**config.mk**
```make
export PLATFORM = sky130hd
export DESIGN_NAME = ilist_ctrl
export DESIGN_NICKNAME = d
export VERILOG_FILES = /design/src/rtl/core/ilist_pkg.sv /design/src/rtl/core/ilist_ctrl.sv
export SDC_FILE = /design/constraint.sdc
export NUM_CORES = 1
export LEC_CHECK = 0
export ABC_AREA = 1
export BUFFER_PORTS_ARGS = -buffer_cell sky130_fd_sc_hd__buf_2
export CAP_MARGIN = 30
export CORE_MARGIN = 8
export CORE_UTILIZATION = 45
export DETAILED_ROUTE_END_ITERATION = 10
export PLACE_DENSITY = 0.84
export SYNTH_ARGS = -nofsm -noshare
export SYNTH_HDL_FRONTEND = slang
export SYNTH_SLANG_ARGS = --single-unit
export TNS_END_PERCENT = 5
```
**constraint.sdc**
```tcl
create_clock -name clock -period 6.4 [get_ports clock]
set_input_delay 1.28 -clock clock [delete_from_list [all_inputs] [get_ports clock]]
set_output_delay 1.28 -clock clock [all_outputs]
set_load 0.01 [all_outputs]
```
**src/rtl/core/ilist_pkg.sv**
```systemverilog
// shared types and constants for the indexed ordered list
package ilist_pkg;

   localparam int CAPACITY = 64;
   localparam int IDX_W    = $clog2(CAPACITY);
   localparam int CNT_W    = $clog2(CAPACITY + 1);
   localparam int VAL_W    = 32;
   localparam int POS_W    = 9;
   localparam int MAG_W    = POS_W - 1;
   localparam int CMP_W    = ((CNT_W > MAG_W) ? CNT_W : MAG_W) + 1;

   typedef enum logic [2:0] {
      OP_PUSH_FRONT = 3'd0,
      OP_PUSH_BACK  = 3'd1,
      OP_INSERT     = 3'd2,
      OP_POP_BACK   = 3'd3,
      OP_POP_FRONT  = 3'd4,
      OP_REMOVE     = 3'd5
   } ilist_op_type;

   typedef enum logic [2:0] {
      ST_DONE     = 3'd0,
      ST_NEGATIVE = 3'd1,
      ST_REDIRECT = 3'd2,
      ST_FULL     = 3'd3,
      ST_EMPTY    = 3'd4
   } ilist_status_type;

   // command broadcast to every cell of the chain
   typedef struct packed {
      logic             apply;
      logic             ins;
      logic             rem;
      logic [IDX_W-1:0] idx;
      logic [CNT_W-1:0] new_count;
      logic [VAL_W-1:0] value;
   } ilist_cmd_type;

endpackage

```
**src/rtl/core/ilist_ctrl.sv**
```systemverilog
// command decode and occupancy count for the indexed ordered list
module ilist_ctrl (
   input  logic                          clock,
   input  logic                          reset,
   input  logic                          accept,
   input  logic [2:0]                    opcode,
   input  logic [ilist_pkg::VAL_W-1:0]   item_value,
   input  logic [ilist_pkg::POS_W-1:0]   position,
   output ilist_pkg::ilist_cmd_type      cmd,
   output ilist_pkg::ilist_status_type   status,
   output logic [ilist_pkg::CNT_W-1:0]   occupancy
);
   import ilist_pkg::*;

   logic [CNT_W-1:0] occupancy_ff;
   logic [CNT_W-1:0] occupancy_in;
   logic [CNT_W-1:0] occ_dec;
   logic [CMP_W-1:0] pos_ext;
   logic [CMP_W-1:0] occ_ext;
   logic             neg;
   logic             full;
   logic             empty;
   logic             ins;
   logic             rem;
   logic [IDX_W-1:0] idx;

   assign neg     = position[POS_W-1];
   assign pos_ext = CMP_W'(position[MAG_W-1:0]);
   assign occ_ext = CMP_W'(occupancy_ff);
   assign occ_dec = occupancy_ff - CNT_W'(1);
   assign full    = (occupancy_ff == CNT_W'(CAPACITY));
   assign empty   = (occupancy_ff == '0);

   always_comb begin
      ins    = 1'b0;
      rem    = 1'b0;
      idx    = '0;
      status = ST_DONE;
      case (ilist_op_type'(opcode))
         OP_PUSH_FRONT: begin
            if (full) begin
               status = ST_FULL;
            end else begin
               ins = 1'b1;
            end
         end
         OP_PUSH_BACK: begin
            if (full) begin
               status = ST_FULL;
            end else begin
               ins = 1'b1;
               idx = IDX_W'(occupancy_ff);
            end
         end
         OP_INSERT: begin
            if (neg) begin
               status = ST_NEGATIVE;
            end else if (full) begin
               status = ST_FULL;
            end else if (pos_ext > occ_ext) begin
               ins    = 1'b1;
               idx    = IDX_W'(occupancy_ff);
               status = ST_REDIRECT;
            end else begin
               ins = 1'b1;
               idx = IDX_W'(position[MAG_W-1:0]);
            end
         end
         OP_POP_BACK: begin
            if (empty) begin
               status = ST_EMPTY;
            end else begin
               rem = 1'b1;
               idx = IDX_W'(occ_dec);
            end
         end
         OP_POP_FRONT: begin
            if (empty) begin
               status = ST_EMPTY;
            end else begin
               rem = 1'b1;
            end
         end
         OP_REMOVE: begin
            if (neg) begin
               status = ST_NEGATIVE;
            end else if (empty) begin
               status = ST_EMPTY;
            end else if ((pos_ext + CMP_W'(1)) >= occ_ext) begin
               rem = 1'b1;
               idx = IDX_W'(occ_dec);
            end else begin
               rem = 1'b1;
               idx = IDX_W'(position[MAG_W-1:0]);
            end
         end
         default: begin
            status = ST_DONE;
         end
      endcase
   end

   always_comb begin
      occupancy_in = occupancy_ff;
      if (accept && ins) begin
         occupancy_in = occupancy_ff + CNT_W'(1);
      end else if (accept && rem) begin
         occupancy_in = occ_dec;
      end
   end

   always_ff @(posedge clock) begin
      if (reset) begin
         occupancy_ff <= '0;
      end else begin
         occupancy_ff <= occupancy_in;
      end
   end

   assign cmd.apply     = accept;
   assign cmd.ins       = accept & ins;
   assign cmd.rem       = accept & rem;
   assign cmd.idx       = idx;
   assign cmd.new_count = occupancy_in;
   assign cmd.value     = item_value;
   assign occupancy     = occupancy_ff;

   a_occ_bounded: assert property (@(posedge clock) disable iff (reset)
      occupancy_ff <= CNT_W'(CAPACITY))
      else $error("occupancy above capacity");

   a_occ_step: assert property (@(posedge clock) disable iff (reset)
      (occupancy_ff != $past(occupancy_ff)) |->
         (occupancy_ff == $past(occupancy_ff) + CNT_W'(1) ||
          occupancy_ff == $past(occupancy_ff) - CNT_W'(1)))
      else $error("occupancy moved by more than one");

   a_no_add_when_full: assert property (@(posedge clock) disable iff (reset)
      (accept && full) |=> (occupancy_ff <= $past(occupancy_ff)))
      else $error("value added to a full list");

endmodule

```
==> metrics.md <==
| Metric | Value |
|---|---|
| Fmax | `214 MHz` |
| Slew of the pin with the lowest slew margin | `0.431 ns` |
| Post-CTS Setup Inserts | `0` |
| # clock sinks | `7` |
| Slew headroom | `71.2%` |
| Commonest non-fill, non-tap cell in the layout | `nand2_1` |
| Die W | `79.1 um` |
| Area of the multi-input gates | `0.00124 sq mm` |
| Drt pass-1 iters | `4` |
| Top-area cell type share of the netlist area | `13.8%` |
| Syn Inst Count | `292` |
| Critical path's slowest cell | `nor3_1` |
| Vias in the first global route | `1749` |
| Fin util | `47.3%` |
| Setup crit end kind | `output pin` |
| CTS Hold Buffers Added | `0` |
| Port buffer count | `40` |
| Critical Path RT | `5.12 ns` |
| CTS root buf | `clkbuf_8` |
| Drt via density | `5.28` |
| Critical-path cell list | `buf_2 -> ha_1 -> nand2_1 -> nor3_1 -> xor2_1 -> ha_1 -> a21oi_1 -> nand2_1 -> inv_1 -> nand3_1 -> nand2_1 -> nand3_1 -> nand3_1 -> buf_2` |
| Yosys top cell by area | `buf_4` |
| Critical path type | `in2out` |
| CTS max path bufs | `2` |
| Hold Crit Class | `reg2reg` |
| Register area | `140 sq um` |
| WP data arrival | `3.40 ns` |
| Drt wl/cell | `12.8 um` |
| Final setup TNS | `0 ns` |
| Power per cell area | `160 mW/mm^2` |
| Most frequent cells in the layout | `66 x nand2_1, 41 x nand3_1, 40 x buf_2` |
| Async SR Flop Fraction | `0%` |
| EDFF count, synth | `0` |
| Die ar. | `0.00626 sq mm` |
| #FFs+latches synth | `7` |
| Initial Util | `45.8%` |
| Post-DP HPWL | `3.83 mm` |
| CTS tree | `done` |
| Skew-Pair Late Insertion Delay | `0.23 ns` |
| Crit path max fanout | `6` |
| Post-route DRC | `0` |
| Cell Area, Synth | `0.00179 sq mm` |
| Worst VDD drop | `0.116 mV` |
| Area grow syn2layout | `3.14%` |
| Final hold violation count | `0` |
| Die H | `79.1 um` |
| Reg2reg setup slack | `4.50 ns` |
| Setup Viol. Count Final | `0` |
| Max-slew violation count | `0` |
| Period utilization | `73.1%` |
| Critical Path Start Type | `primary input` |
| Final min period | `4.68 ns` |
| Total track usage | `14.2%` |
| Placed Area | `0.00180 sq mm` |
| Remaining Overflow, GRT | `0` |
| Yosys warns | `0` |
| Initial antenna violation count | `0` |
| FILL cells | `448` |
| Routability cong. | `0.939` |
| Largest net degree at the start of global routing | `11` |
| Worst hold slack | `0.687 ns` |
| Num CTS Buffers | `3` |
| ANT cells | `0` |
| Max reg flops | `7` |
| Post-route ant nets | `0` |
| Vias post-DR | `1857` |
| Largest stage delay, worst path | `0.26 ns` |
| Prevailing post-synth register cell | `dfxtp_1` |
| Leakage | `0.00106 uW` |
| Nets | `367` |
| Mean area per synthesized cell | `6.14 sq um` |
| Initial DRC Count | `126` |
| Routed wire length | `4.51 mm` |
| RSZ-0062 raised after global routing | `no` |
| Maxcap violations | `0` |
| Post-cts gate resize count | `0` |
| Row count | `23` |
| Status | `completed` |
| H-tree Lvls | `1` |
| I/O pin count | `105` |
| Syn Nets | `356` |
| Share of the yosys chip area belonging to registers | `7.81%` |
| First-pass GRT wire length | `7.62 mm` |
| Design area | `0.00185 sq mm` |
| Skew final | `0.00312 ns` |
| Clk slew on worst S/H paths | `0.04 ns` |
| Layout cell share with drive strength beyond 1 | `22.2%` |
| Synth top area cells | `buf_4 14%, nand2_1 14%, ha_1 12%` |
| Core ar. | `0.00391 sq mm` |
| Post-synthesis cell type count | `30` |
==> critical path, delay by kind of cell <==
| family | cells | cell delay [ns] |
|---|---|---|
| xor gates and xnor gates | 1 | 0.19 |
| AOI/OAI and AO/OA | 1 | 0.16 |
| and+or+nand+nor | 7 | 0.94 |
| buffers and inverters | 3 | 0.35 |
| adders and majority gates | 2 | 0.45 |
==> Yosys cell counts, types with 3 or more instances <==
cell type  count
nor2_2         3
nand3_4        4
inv_2          4
nand4_1        9
nand3_1       41
nand2_1       66
o21ai_0        6
nor2_1        20
buf_4         33
ha_1          17
nor3_1         3
dfxtp_1        7
xor2_1         8
a21oi_1       14
o22ai_1        3
nand2_2        3
inv_1         36
==> metrics by stage <==
| step | power (uW) | setup WS [ns] | instances |
|---|---|---|---|
| after global placement | 229 | 1.86 | 348 |
| after floorplan | 203 | 2.26 | 292 |
| final | 296 | 1.72 | 352 |
| after global routing | 327 | 1.49 | 352 |
| after detailed placement | 234 | 1.72 | 348 |
| after CTS | 299 | 1.72 | 352 |
==> layer usage <==
metal	GRT usage [%]	wire, um	up-vias
met5	0	0	-
met4	3.89	63	0
met3	3.39	308	10
met2	25.5	2220	58
met1	16.3	1920	837
li1	-	-	952
==> where the power goes <==
group	total, uW	switching, uW	internal, uW
clock network	63.1	20.9	42.3
logic	175	112	63.6
registers	57.6	9.85	47.8
==> logic make-up (layout without fill, tap and decap cells) <==
group	Yosys count	after routing	share of synthesized area, %
AOI/OAI and AO/OA	27	27	8.44
xor gates and xnor gates	9	9	4.81
adders and majority gates	17	17	11.9
buffers and inverters	75	85	22.8
DFF	7	7	7.81
and+or+nand+nor	157	157	44.3
==> path summary, 6_finish.rpt <==
check	from	to	cells past startpoint
setup / recovery	position[1]	cmd[42]	14
hold / removal	occupancy[6]$_SDFF_PP0_	occupancy[6]$_SDFF_PP0_	4
setup reg to reg	occupancy[0]$_SDFF_PP0_	occupancy[0]$_SDFF_PP0_	9
hold reg to reg	occupancy[6]$_SDFF_PP0_	occupancy[6]$_SDFF_PP0_	4
==> layout make-up <==
type                       count  area share, %
multi-input combinational    210           67.3
sequential                     7           7.57
inverter                      41           8.45
tap                           50           3.38
clock buffer                   3           2.23
clock inverter                 1          0.270
timing repair buffer          40           10.8
(Power assumes the default switching activity.)
