`src/rtl/core/ilist_pkg.sv`:
```
// shared types and constants for the indexed ordered list
package ilist_pkg;

   localparam int CAPACITY = 64;
   localparam int IDX_W    = $clog2(CAPACITY);
   localparam int CNT_W    = $clog2(CAPACITY + 1);
   localparam int VAL_W    = 32;
   localparam int POS_W    = 9;
   localparam int MAG_W    = POS_W - 1;
   localparam int CMP_W    = ((CNT_W > MAG_W) ? CNT_W : MAG_W) + 1;

   typedef enum logic [2:0] {
      OP_PUSH_FRONT = 3'd0,
      OP_PUSH_BACK  = 3'd1,
      OP_INSERT     = 3'd2,
      OP_POP_BACK   = 3'd3,
      OP_POP_FRONT  = 3'd4,
      OP_REMOVE     = 3'd5
   } ilist_op_type;

   typedef enum logic [2:0] {
      ST_DONE     = 3'd0,
      ST_NEGATIVE = 3'd1,
      ST_REDIRECT = 3'd2,
      ST_FULL     = 3'd3,
      ST_EMPTY    = 3'd4
   } ilist_status_type;

   // command broadcast to every cell of the chain
   typedef struct packed {
      logic             apply;
      logic             ins;
      logic             rem;
      logic [IDX_W-1:0] idx;
      logic [CNT_W-1:0] new_count;
      logic [VAL_W-1:0] value;
   } ilist_cmd_type;

endpackage

```
`src/rtl/core/ilist_cell.sv`:
```
// one storage cell of the list chain, shifts toward either neighbor
module ilist_cell (
   input  logic                        clock,
   input  logic                        reset,
   input  logic [ilist_pkg::IDX_W-1:0] cell_idx,
   input  ilist_pkg::ilist_cmd_type    cmd,
   input  logic [ilist_pkg::VAL_W-1:0] left_value,
   input  logic [ilist_pkg::VAL_W-1:0] right_value,
   input  logic                        right_valid,
   output logic [ilist_pkg::VAL_W-1:0] value,
   output logic                        valid,
   output logic [ilist_pkg::VAL_W-1:0] tail_value
);
   import ilist_pkg::*;

   logic [VAL_W-1:0] value_ff;
   logic [VAL_W-1:0] value_in;
   logic             valid_ff;
   logic             valid_in;

   always_comb begin
      value_in = value_ff;
      if (cmd.ins) begin
         if (cell_idx > cmd.idx) begin
            value_in = left_value;
         end else if (cell_idx == cmd.idx) begin
            value_in = cmd.value;
         end
      end else if (cmd.rem) begin
         if (cell_idx >= cmd.idx) begin
            value_in = right_value;
         end
      end
   end

   // occupied cells always form a run starting at cell zero
   assign valid_in = cmd.apply ? (CNT_W'(cell_idx) < cmd.new_count) : valid_ff;

   always_ff @(posedge clock) begin
      value_ff <= value_in;
   end

   always_ff @(posedge clock) begin
      if (reset) begin
         valid_ff <= 1'b0;
      end else begin
         valid_ff <= valid_in;
      end
   end

   assign value      = value_ff;
   assign valid      = valid_ff;
   assign tail_value = (valid_ff && !right_valid) ? value_ff : '0;

endmodule

```
`config.mk`:
```
export PLATFORM = sky130hd
export DESIGN_NAME = ilist_cell
export DESIGN_NICKNAME = d
export VERILOG_FILES = /design/src/rtl/core/ilist_pkg.sv /design/src/rtl/core/ilist_cell.sv
export SDC_FILE = /design/constraint.sdc
export NUM_CORES = 1
export LEC_CHECK = 0
export BUFFER_PORTS_ARGS = -buffer_cell sky130_fd_sc_hd__buf_4
export CAP_MARGIN = 0
export CORE_ASPECT_RATIO = 0.6
export CORE_MARGIN = 5
export CORE_UTILIZATION = 47
export DETAILED_ROUTE_END_ITERATION = 7
export GPL_TIMING_DRIVEN = 0
export PLACE_DENSITY = 0.91
export SYNTH_ARGS = -nofsm -noshare
export SYNTH_HDL_FRONTEND = slang
export SYNTH_SLANG_ARGS = --single-unit
```
`constraint.sdc`:
```
create_clock -name clock -period 5.6 [get_ports clock]
set_input_delay 1.68 -clock clock [delete_from_list [all_inputs] [get_ports clock]]
set_output_delay 1.68 -clock clock [all_outputs]
set_load 0.02 [all_outputs]
```
==> results.sh, run 1 <==
export IMPL_drtAntennaViolNets=0
export IMPL_fin_setup_tns_ns=0
export IMPL_crit_path_top_delay_cell="nor2b_1"
export IMPL_cpMostUsedCell="buf_4"
export IMPL_core_um2=7330
export IMPL_crit_chain="buf_4, nor2b_1, clkbuf_1, and2_1, buf_4"
export IMPL_synth_seq_cells=33
export IMPL_period_minus_slack_ns=4.72
export IMPL_rrSetupSlack_ns=5.02
export IMPL_clock_latency_ns=0.28
export IMPL_synth_top_cells_by_area="edfxtp_1, nor4b_2, nor4_2"
export IMPL_relSlewSlack=0.598
export IMPL_ctsHoldBuffers=0
export IMPL_dieHeight_um=77.5
export IMPL_peakVddDrop_uv=170
export IMPL_grt_max_degree=29
export IMPL_synth_avg_cell_area_um2=8.70
export IMPL_finalPower_mw=1.14
export IMPL_yosysTopAreaCell="edfxtp_1"
export IMPL_io_pins=186
export IMPL_syn_inst=410
export IMPL_status="complete, no violations"
export IMPL_final_common_cell="buf_4"
export IMPL_clk_pin_slew_ns=0.06
export IMPL_grt_first_pass_wirelength_mm=22.0
export IMPL_drt_iter0_markers=492
export IMPL_vias=4273
export IMPL_startpoint_type="input port"
export IMPL_reg2reg_depth=2
export IMPL_grt_total_usage=0.288
export IMPL_cap_violations=0
export IMPL_cts_root_buf="clkbuf_16"
export IMPL_stdcell_area_um2=5280
export IMPL_ys_flop_type="edfxtp_1"
export IMPL_synth_cell_type_count=33
export IMPL_via_per_inst=6.04
export IMPL_cp_end_kind="primary output"
export IMPL_finalSetupViolCount=0
export IMPL_cts_resized=0
export IMPL_grt_overflow=0
export IMPL_rsz0062_at_grt="false"
export IMPL_clock_sink_count=33
export IMPL_fin_crit_sh=0.843
export IMPL_async_flop_share=0
export IMPL_syn_nets=542
export IMPL_postCtsSetupRepairBufs=0
export IMPL_synth_edf_count=32
export IMPL_finClkSkew_ns=0
export IMPL_routed_wl_mm=14.2
export IMPL_p_leak_nw=2.17
export IMPL_rows=24
export IMPL_critPathKind="input port to primary output"
export IMPL_worst_path_stages=5
export IMPL_synth_top_area_frac=0.269
export IMPL_cts_buffer_depth=2
export IMPL_place_hpwl_mm=11.0
export IMPL_tritoncts="built"
export IMPL_dr_pass1_iters=6
export IMPL_drive_above_1_share=0.513
export IMPL_hold_worst_slack_ns=0.480
export IMPL_utilization=0.720
export IMPL_fillCellCount=583
export IMPL_start_util=0.487
export IMPL_crit_path_max_fanout=10
export IMPL_crit_start="right_valid"
export IMPL_grt_pass1_vias=4388
export IMPL_diodes=0
export IMPL_required_ns=3.92
export IMPL_yosysWarnings=0
export IMPL_cp_arrival_ns=3.04
export IMPL_mostFrequentLayoutCells="buf_4, a21oi_1, nor2_1"
export IMPL_r2r_start="valid"
export IMPL_fmaxAchievable_ghz=0.212
export IMPL_cts_buffers=5
export IMPL_die_w_um=122
export IMPL_cts_htree_levels=2
export IMPL_powerDensity_nw_per_um2=215
export IMPL_drcViolationCount=0
export IMPL_ys_seq_area_frac=0.275
export IMPL_die_area_um2=9490
export IMPL_area_delta_synth_final_pct=48.0
export IMPL_crit_buf_inv=3
export IMPL_path_delay_family="simple AND/OR/NAND/NOR gates"
export IMPL_post_drt_wl_per_cell_um=20.0
export IMPL_crit_end="tail_value[9]"
export IMPL_netlist_area_um2=3570
export IMPL_maxSlewViolCount=0
export IMPL_hp_class="register to register"
export IMPL_postPlaceCellArea_um2=5120
export IMPL_tightest_slew_ns=0.602
export IMPL_slowest_delay_ns=0.47
export IMPL_r2r_end="valid"
export IMPL_globalplace_congestion=0.935
export IMPL_antenna_found_initial=0
export IMPL_fin_nets=735
export IMPL_io_buffers=185
export IMPL_finalHoldViolations=0
-- registers in the layout, summed over array words and instances (netlist names) --
register / count
valid: 1
value: 32
-- worst min-delay path by stage --
| stage | start | endpoint | cells after the start |
|---|---|---|---|
| floorplan | valid | valid | 2 |
| global placement | valid | valid | 2 |
| detailed placement | valid | valid | 2 |
| CTS | valid | valid | 2 |
| global route | valid | valid | 2 |
| finish | valid | valid | 2 |
-- metrics by stage --
step,cells,setup slack (ns)
4_1_cts,708,0.919
2_1_floorplan,410,0.850
5_1_grt,708,0.802
3_3_place_gp,699,-0.324
6_report,708,0.881
3_5_place_dp,700,0.922
-- synthesized netlist by cell type (2+ instances only) --
cell type	instances
a21oi_1	68
nor2_1	34
and2_1	32
edfxtp_1	32
nor3_1	32
or2_2	32
o21ai_0	31
nor4_2	30
nor4b_2	30
clkbuf_1	22
buf_2	12
inv_1	12
ha_1	11
buf_4	4
a21o_1	3
buf_6	3
nand2_1	2
nand2b_1	2
nor4_1	2
nor4b_1	2
o21ai_2	2
-- worst reg2reg max path, delay by kind of cell, from the launching register on --
family,cells,cell delay [ns]
flops,1,0.35
simple gates,1,0.06
compound gates,1,0.11
-- kinds of logic (layout without fill, tap and decap cells) --
family | count (synthesis) | in the layout | synth area share
AND/OR/NAND/NOR | 204 | 204 | 0.453
AO/OA/AOI/OAI | 109 | 109 | 0.163
buffers and inverters | 53 | 247 | 0.0705
flip-flops | 33 | 33 | 0.275
adder cells (fa/ha/maj) | 11 | 11 | 0.0386
-- area by class of cell --
type	count	area (um^2)	share of cell area
flip-flops and latches	33	981	0.186
plain buffers	41	206	0.0391
well taps	104	130	0.0247
repair buffers	186	1410	0.267
clock inverters	2	33.8	0.00640
inverters	12	45.0	0.00853
clock buffers	6	129	0.0244
multi-input cells	324	2340	0.444
-- metal layers --
metal  track usage  vias to the layer above  wire length [um]
met2         0.489                      356              6560
met4        0.0804                        0               298
met5             0                        -                 0
li1              -                     1897                 -
met1         0.362                     1980              5520
met3        0.0741                       40              1780
-- power breakdown --
part | switching (mW) | internal, mW
logic | 0.262 | 0.211
registers | 0.0209 | 0.323
clock network | 0.110 | 0.209
total | 0.393 | 0.743
Note: power is estimated with default switching activity, not from simulation.
==> run 2, diff against run 1 <==
ABC_AREA = 1   (was unset)
CORE_UTILIZATION = 42   (was 47)
PLACE_DENSITY = 0.9   (was 0.91)
clock period = 4.7 ns   (was 5.6 ns; I/O delays follow)
==> results.sh, run 2 <==
export IMPL_fin_nets=721
export IMPL_critPathKind="input port to primary output"
export IMPL_area_delta_synth_final_pct=60.1
export IMPL_min_delay_path_depth=2
export IMPL_crit_path_max_fanout=10
export IMPL_final_common_cell="buf_4"
export IMPL_clk_pin_slew_ns=0.08
export IMPL_crit_chain="buf_4, inv_1, nand2_1, clkbuf_1, nor2_1, buf_4"
export IMPL_dieHeight_um=71.2
export IMPL_crit_path_top_delay_cell="clkbuf_1"
export IMPL_start_util=0.430
export IMPL_io_buffers=184
export IMPL_drive_above_1_share=0.353
export IMPL_vias=3088
export IMPL_netlist_area_um2=2620
export IMPL_period_minus_slack_ns=3.81
export IMPL_peakVddDrop_uv=179
export IMPL_powerDensity_nw_per_um2=255
export IMPL_synth_top_cells_by_area="edfxtp_1, inv_1, nand2_1"
export IMPL_tightest_slew_ns=1.26
export IMPL_reg2reg_depth=2
export IMPL_cp_arrival_ns=2.40
export IMPL_dr_pass1_iters=5
export IMPL_grt_total_usage=0.219
export IMPL_yosysTopAreaCell="edfxtp_1"
export IMPL_largest_reg_flops=32
export IMPL_crit_buf_inv=4
export IMPL_hold_worst_slack_ns=0.553
export IMPL_startpoint_type="input port"
export IMPL_slowest_delay_ns=0.44
export IMPL_fmaxAchievable_ghz=0.263
export IMPL_drtAntennaViolNets=0
export IMPL_synth_avg_cell_area_um2=6.58
export IMPL_cts_buffer_depth=2
export IMPL_syn_inst=398
export IMPL_ys_seq_area_frac=0.375
export IMPL_die_area_um2=7960
export IMPL_required_ns=3.29
export IMPL_globalplace_congestion=0.844
export IMPL_rows=22
export IMPL_relSlewSlack=0.161
export IMPL_grt_pass1_vias=3004
export IMPL_cap_violations=0
export IMPL_grt_overflow=0
export IMPL_antenna_found_initial=0
export IMPL_ys_flop_type="edfxtp_1"
export IMPL_syn_nets=530
export IMPL_cpMostUsedCell="buf_4"
export IMPL_synth_cell_type_count=22
export IMPL_fin_ws_ns=0.894
export IMPL_yosysWarnings=0
export IMPL_status="complete, no violations"
export IMPL_pre_cts_slack_ns=0.673
export IMPL_die_w_um=112
export IMPL_hp_class="register to register"
export IMPL_finalPower_mw=1.07
export IMPL_synth_edf_count=32
export IMPL_mostFrequentLayoutCells="buf_4, inv_1, nand2_1"
export IMPL_async_flop_share=0
export IMPL_place_hpwl_mm=7.33
export IMPL_cts_resized=0
export IMPL_yosysMostFrequentCell="inv_1"
export IMPL_rsz0062_at_grt="false"
export IMPL_clock_latency_ns=0.28
export IMPL_via_per_inst=4.58
export IMPL_io_pins=186
export IMPL_postCtsSetupRepairBufs=0
export IMPL_grt_max_degree=33
export IMPL_diodes=0
export IMPL_cts_buffers=5
export IMPL_finClkSkew_ns=0
export IMPL_synth_common_cells="inv_1, nand2_1, nand3_1"
export IMPL_p_leak_nw=2.57
export IMPL_synth_top_area_frac=0.367
export IMPL_drt_iter0_markers=120
export IMPL_post_drt_wl_per_cell_um=13.4
export IMPL_fin_setup_tns_ns=0
export IMPL_routed_wl_mm=9.05
export IMPL_cts_htree_levels=2
export IMPL_clock_sink_count=33
export IMPL_core_um2=6080
export IMPL_path_delay_family="buffers and inverters"
export IMPL_grt_first_pass_wirelength_mm=14.1
export IMPL_maxSlewViolCount=0
export IMPL_finalSetupViolCount=0
export IMPL_cts_root_buf="clkbuf_8"
export IMPL_fin_crit_sh=0.810
export IMPL_synth_seq_cells=33
export IMPL_cp_end_kind="primary output"
export IMPL_finalHoldViolations=0
export IMPL_ctsHoldBuffers=0
export IMPL_tritoncts="built"
export IMPL_worst_path_stages=6
export IMPL_drcViolationCount=0
## run 2: changes by cell type after synthesis, moves of 15 or more
cell      previous run  this run
a21oi_1             68         3
and2_1              32         0
clkbuf_1            22         7
inv_1               12       116
nand2_1              2       106
nand3_1              0        66
nor3_1              32         0
nor4_2              30         0
nor4b_2             30         0
o21ai_0             31         1
or2_2               32         0
## run 2: kinds of logic after synthesis
family / Yosys count / synth area share
flip-flops: 33 / 0.375
AO/OA/AOI/OAI: 8 / 0.0191
buffers and inverters: 135 / 0.206
AND/OR/NAND/NOR: 211 / 0.348
adder cells (fa/ha/maj): 11 / 0.0526
## run 2: area by class of cell
| class | count | area, um^2 |
|---|---|---|
| plain buffers | 19 | 104 |
| inverters | 116 | 435 |
| multi-input cells | 230 | 1100 |
| well taps | 84 | 105 |
| repair buffers | 184 | 1380 |
| clock inverters | 3 | 17.5 |
| fillers | 506 | 1890 |
| flip-flops and latches | 33 | 981 |
| clock buffers | 5 | 68.8 |
## run 2: per-stage QoR
stage | instances | utilization | instance area (um^2)
2_1_floorplan | 398 | - | 2620
3_3_place_gp | 666 | 0.675 | 4100
3_5_place_dp | 666 | 0.675 | 4100
4_1_cts | 674 | 0.689 | 4190
5_1_grt | 674 | 0.689 | 4190
6_report | 674 | 0.689 | 4190
## run 2: per-layer routing
metal / wire, um / track usage
met1: 3520 / 0.263
met2: 4470 / 0.387
met4: 68 / 0.0486
met3: 992 / 0.0701
met5: 0 / 0
## run 2: path summary, 6_finish.rpt
check | start | endpoint | slack [ns]
setup / recovery | right_valid | tail_value[12] | 0.89
hold / removal | valid | valid | 0.55
setup reg to reg | valid | valid | 4.07
hold reg to reg | valid | valid | 0.55
## run 2: worst min-delay path, delay by kind of cell (launching register included)
family | cells | cell delay [ns]
flip-flops | 1 | 0.33
AO/OA/AOI/OAI | 2 | 0.18
## run 2: power breakdown
group | total (mW) | leakage, nW | switching (mW) | internal [mW]
Clock | 0.217 | 0.0439 | 0.115 | 0.102
Sequential | 0.412 | 0.310 | 0.0260 | 0.386
Combinational | 0.441 | 2.22 | 0.243 | 0.199
==> run 3, diff against run 2 <==
clock period = 3.6 ns   (was 4.7 ns; I/O delays follow)
==> results.sh, run 3 (synthesized netlist as in run 2, its figures left out) <==
export IMPL_start_util=0.430
export IMPL_cts_buffers=5
export IMPL_rsz0062_at_grt="false"
export IMPL_via_per_inst=4.58
export IMPL_place_hpwl_mm=7.33
export IMPL_final_common_cell="buf_4"
export IMPL_drcViolationCount=0
export IMPL_peakVddDrop_uv=234
export IMPL_relSlewSlack=0.536
export IMPL_io_buffers=184
export IMPL_cts_buffer_depth=2
export IMPL_tightest_slew_ns=0.694
export IMPL_tritoncts="built"
export IMPL_cts_htree_levels=2
export IMPL_dr_pass1_iters=5
export IMPL_required_ns=3.41
export IMPL_hp_class="register to register"
export IMPL_antenna_found_initial=0
export IMPL_wl_met1_mm=3.52
export IMPL_startpoint_type="input port"
export IMPL_area_delta_synth_final_pct=60.2
export IMPL_rows=22
export IMPL_clk_pin_slew_ns=0.08
export IMPL_p_sw_mw=0.501
export IMPL_dieHeight_um=71.2
export IMPL_fmaxAchievable_ghz=0.315
export IMPL_post_drt_wl_per_cell_um=13.4
export IMPL_p_int_mw=0.897
export IMPL_io_pins=186
export IMPL_vias=3088
export IMPL_wl_met3_um=992
export IMPL_utilization=0.689
export IMPL_placed_cells=666
export IMPL_grt_total_usage=0.219
export IMPL_met2_length_mm=4.47
export IMPL_critPathKind="input port to register"
export IMPL_final_cell_count_no_fill=674
export IMPL_swShare=0.359
export IMPL_drt_iter0_markers=120
export IMPL_finalHoldViolations=0
export IMPL_crit_chain="buf_4, ha_1, nand2_1, nor2_2, nand3_2, buf_2, nand4_1, o21ai_0, clkinvlp_4"
export IMPL_grt_first_pass_wirelength_mm=14.1
export IMPL_fin_nets=721
export IMPL_cap_violations=0
export IMPL_routed_wl_mm=9.05
export IMPL_drtAntennaViolNets=0
export IMPL_fin_crit_sh=0.882
export IMPL_status="complete, no violations"
export IMPL_stdcell_area_um2=4190
export IMPL_maxSlewViolCount=0
export IMPL_cts_resized=0
export IMPL_finalSetupViolCount=0
export IMPL_crit_path_max_fanout=32
export IMPL_powerDensity_nw_per_um2=333
export IMPL_grt_max_degree=33
export IMPL_drive_above_1_share=0.354
export IMPL_clock_latency_ns=0.28
export IMPL_finClkSkew_ns=0
export IMPL_period_minus_slack_ns=3.17
export IMPL_clkPwrFrac=0.203
export IMPL_die_area_um2=7960
export IMPL_p_leak_nw=2.56
export IMPL_globalplace_congestion=0.844
export IMPL_die_w_um=112
export IMPL_mostFrequentLayoutCells="buf_4, inv_1, nand2_1"
export IMPL_seqPwrFrac=0.384
export IMPL_cp_end_kind="register"
export IMPL_largest_reg_flops=32
export IMPL_grt_pass1_vias=3004
export IMPL_clock_sink_count=33
export IMPL_postCtsSetupRepairBufs=0
export IMPL_cts_root_buf="clkbuf_8"
export IMPL_ctsHoldBuffers=0
export IMPL_top_layer="met4"
export IMPL_crit_path_top_delay_cell="clkinvlp_4"
export IMPL_diodes=0
export IMPL_grt_overflow=0
export IMPL_postPlaceCellArea_um2=4100
export IMPL_cp_arrival_ns=2.99
export IMPL_finalPower_mw=1.40
export IMPL_slowest_delay_ns=0.66
export IMPL_p_comb_frac=0.413
export IMPL_core_um2=6080
export IMPL_fin_setup_tns_ns=0
## run 3: final cells by class
type | instances | area [um^2]
well taps | 84 | 105
fillers | 506 | 1890
plain buffers | 19 | 104
repair buffers | 184 | 1380
clock inverters | 3 | 17.5
inverters | 116 | 439
flip-flops and latches | 33 | 981
clock buffers | 5 | 68.8
multi-input cells | 230 | 1100
## run 3: worst max-delay path: cells and delay by family
family / cells / cell delay (ns)
AO/OA/AOI/OAI: 1 / 0.15
adder cells (fa/ha/maj): 1 / 0.30
buffers and inverters: 3 / 1.03
AND/OR/NAND/NOR: 4 / 0.41
## run 3: worst paths after layout
path,from,endpoint,slack (ns),depth (start not counted)
worst max-delay path,cell_idx[5],value[25],0.43,9
worst min-delay path,valid,valid,0.55,2
worst max register to register,valid,valid,2.97,2
worst min register to register,valid,valid,0.55,2
## run 3: power by group through the flow
stage | Clock, mW | Sequential [mW] | Combinational [mW]
5_1_grt | 0.305 | 0.545 | 0.632
6_report | 0.284 | 0.537 | 0.577
3_3_place_gp | 0 | 0.543 | 0.564
3_5_place_dp | 0 | 0.545 | 0.577
4_1_cts | 0.286 | 0.538 | 0.578
2_1_floorplan | 0 | 0.619 | 0.221
## run 3: metal layers
metal | track usage | vias to the layer above
li1 | - | 1564
met3 | 0.0701 | 10
met2 | 0.387 | 175
met1 | 0.263 | 1339
met4 | 0.0486 | 0
met5 | 0 | -
## run 3: stage by stage
stage	worst slack [ns]	hold slack, ns
final	0.426	0.553
after global routing	0.160	0.577
after CTS	0.211	0.548
after detailed placement	-0.0971	0.535
after global placement	-0.0846	0.525
after floorplan	0.494	0.597
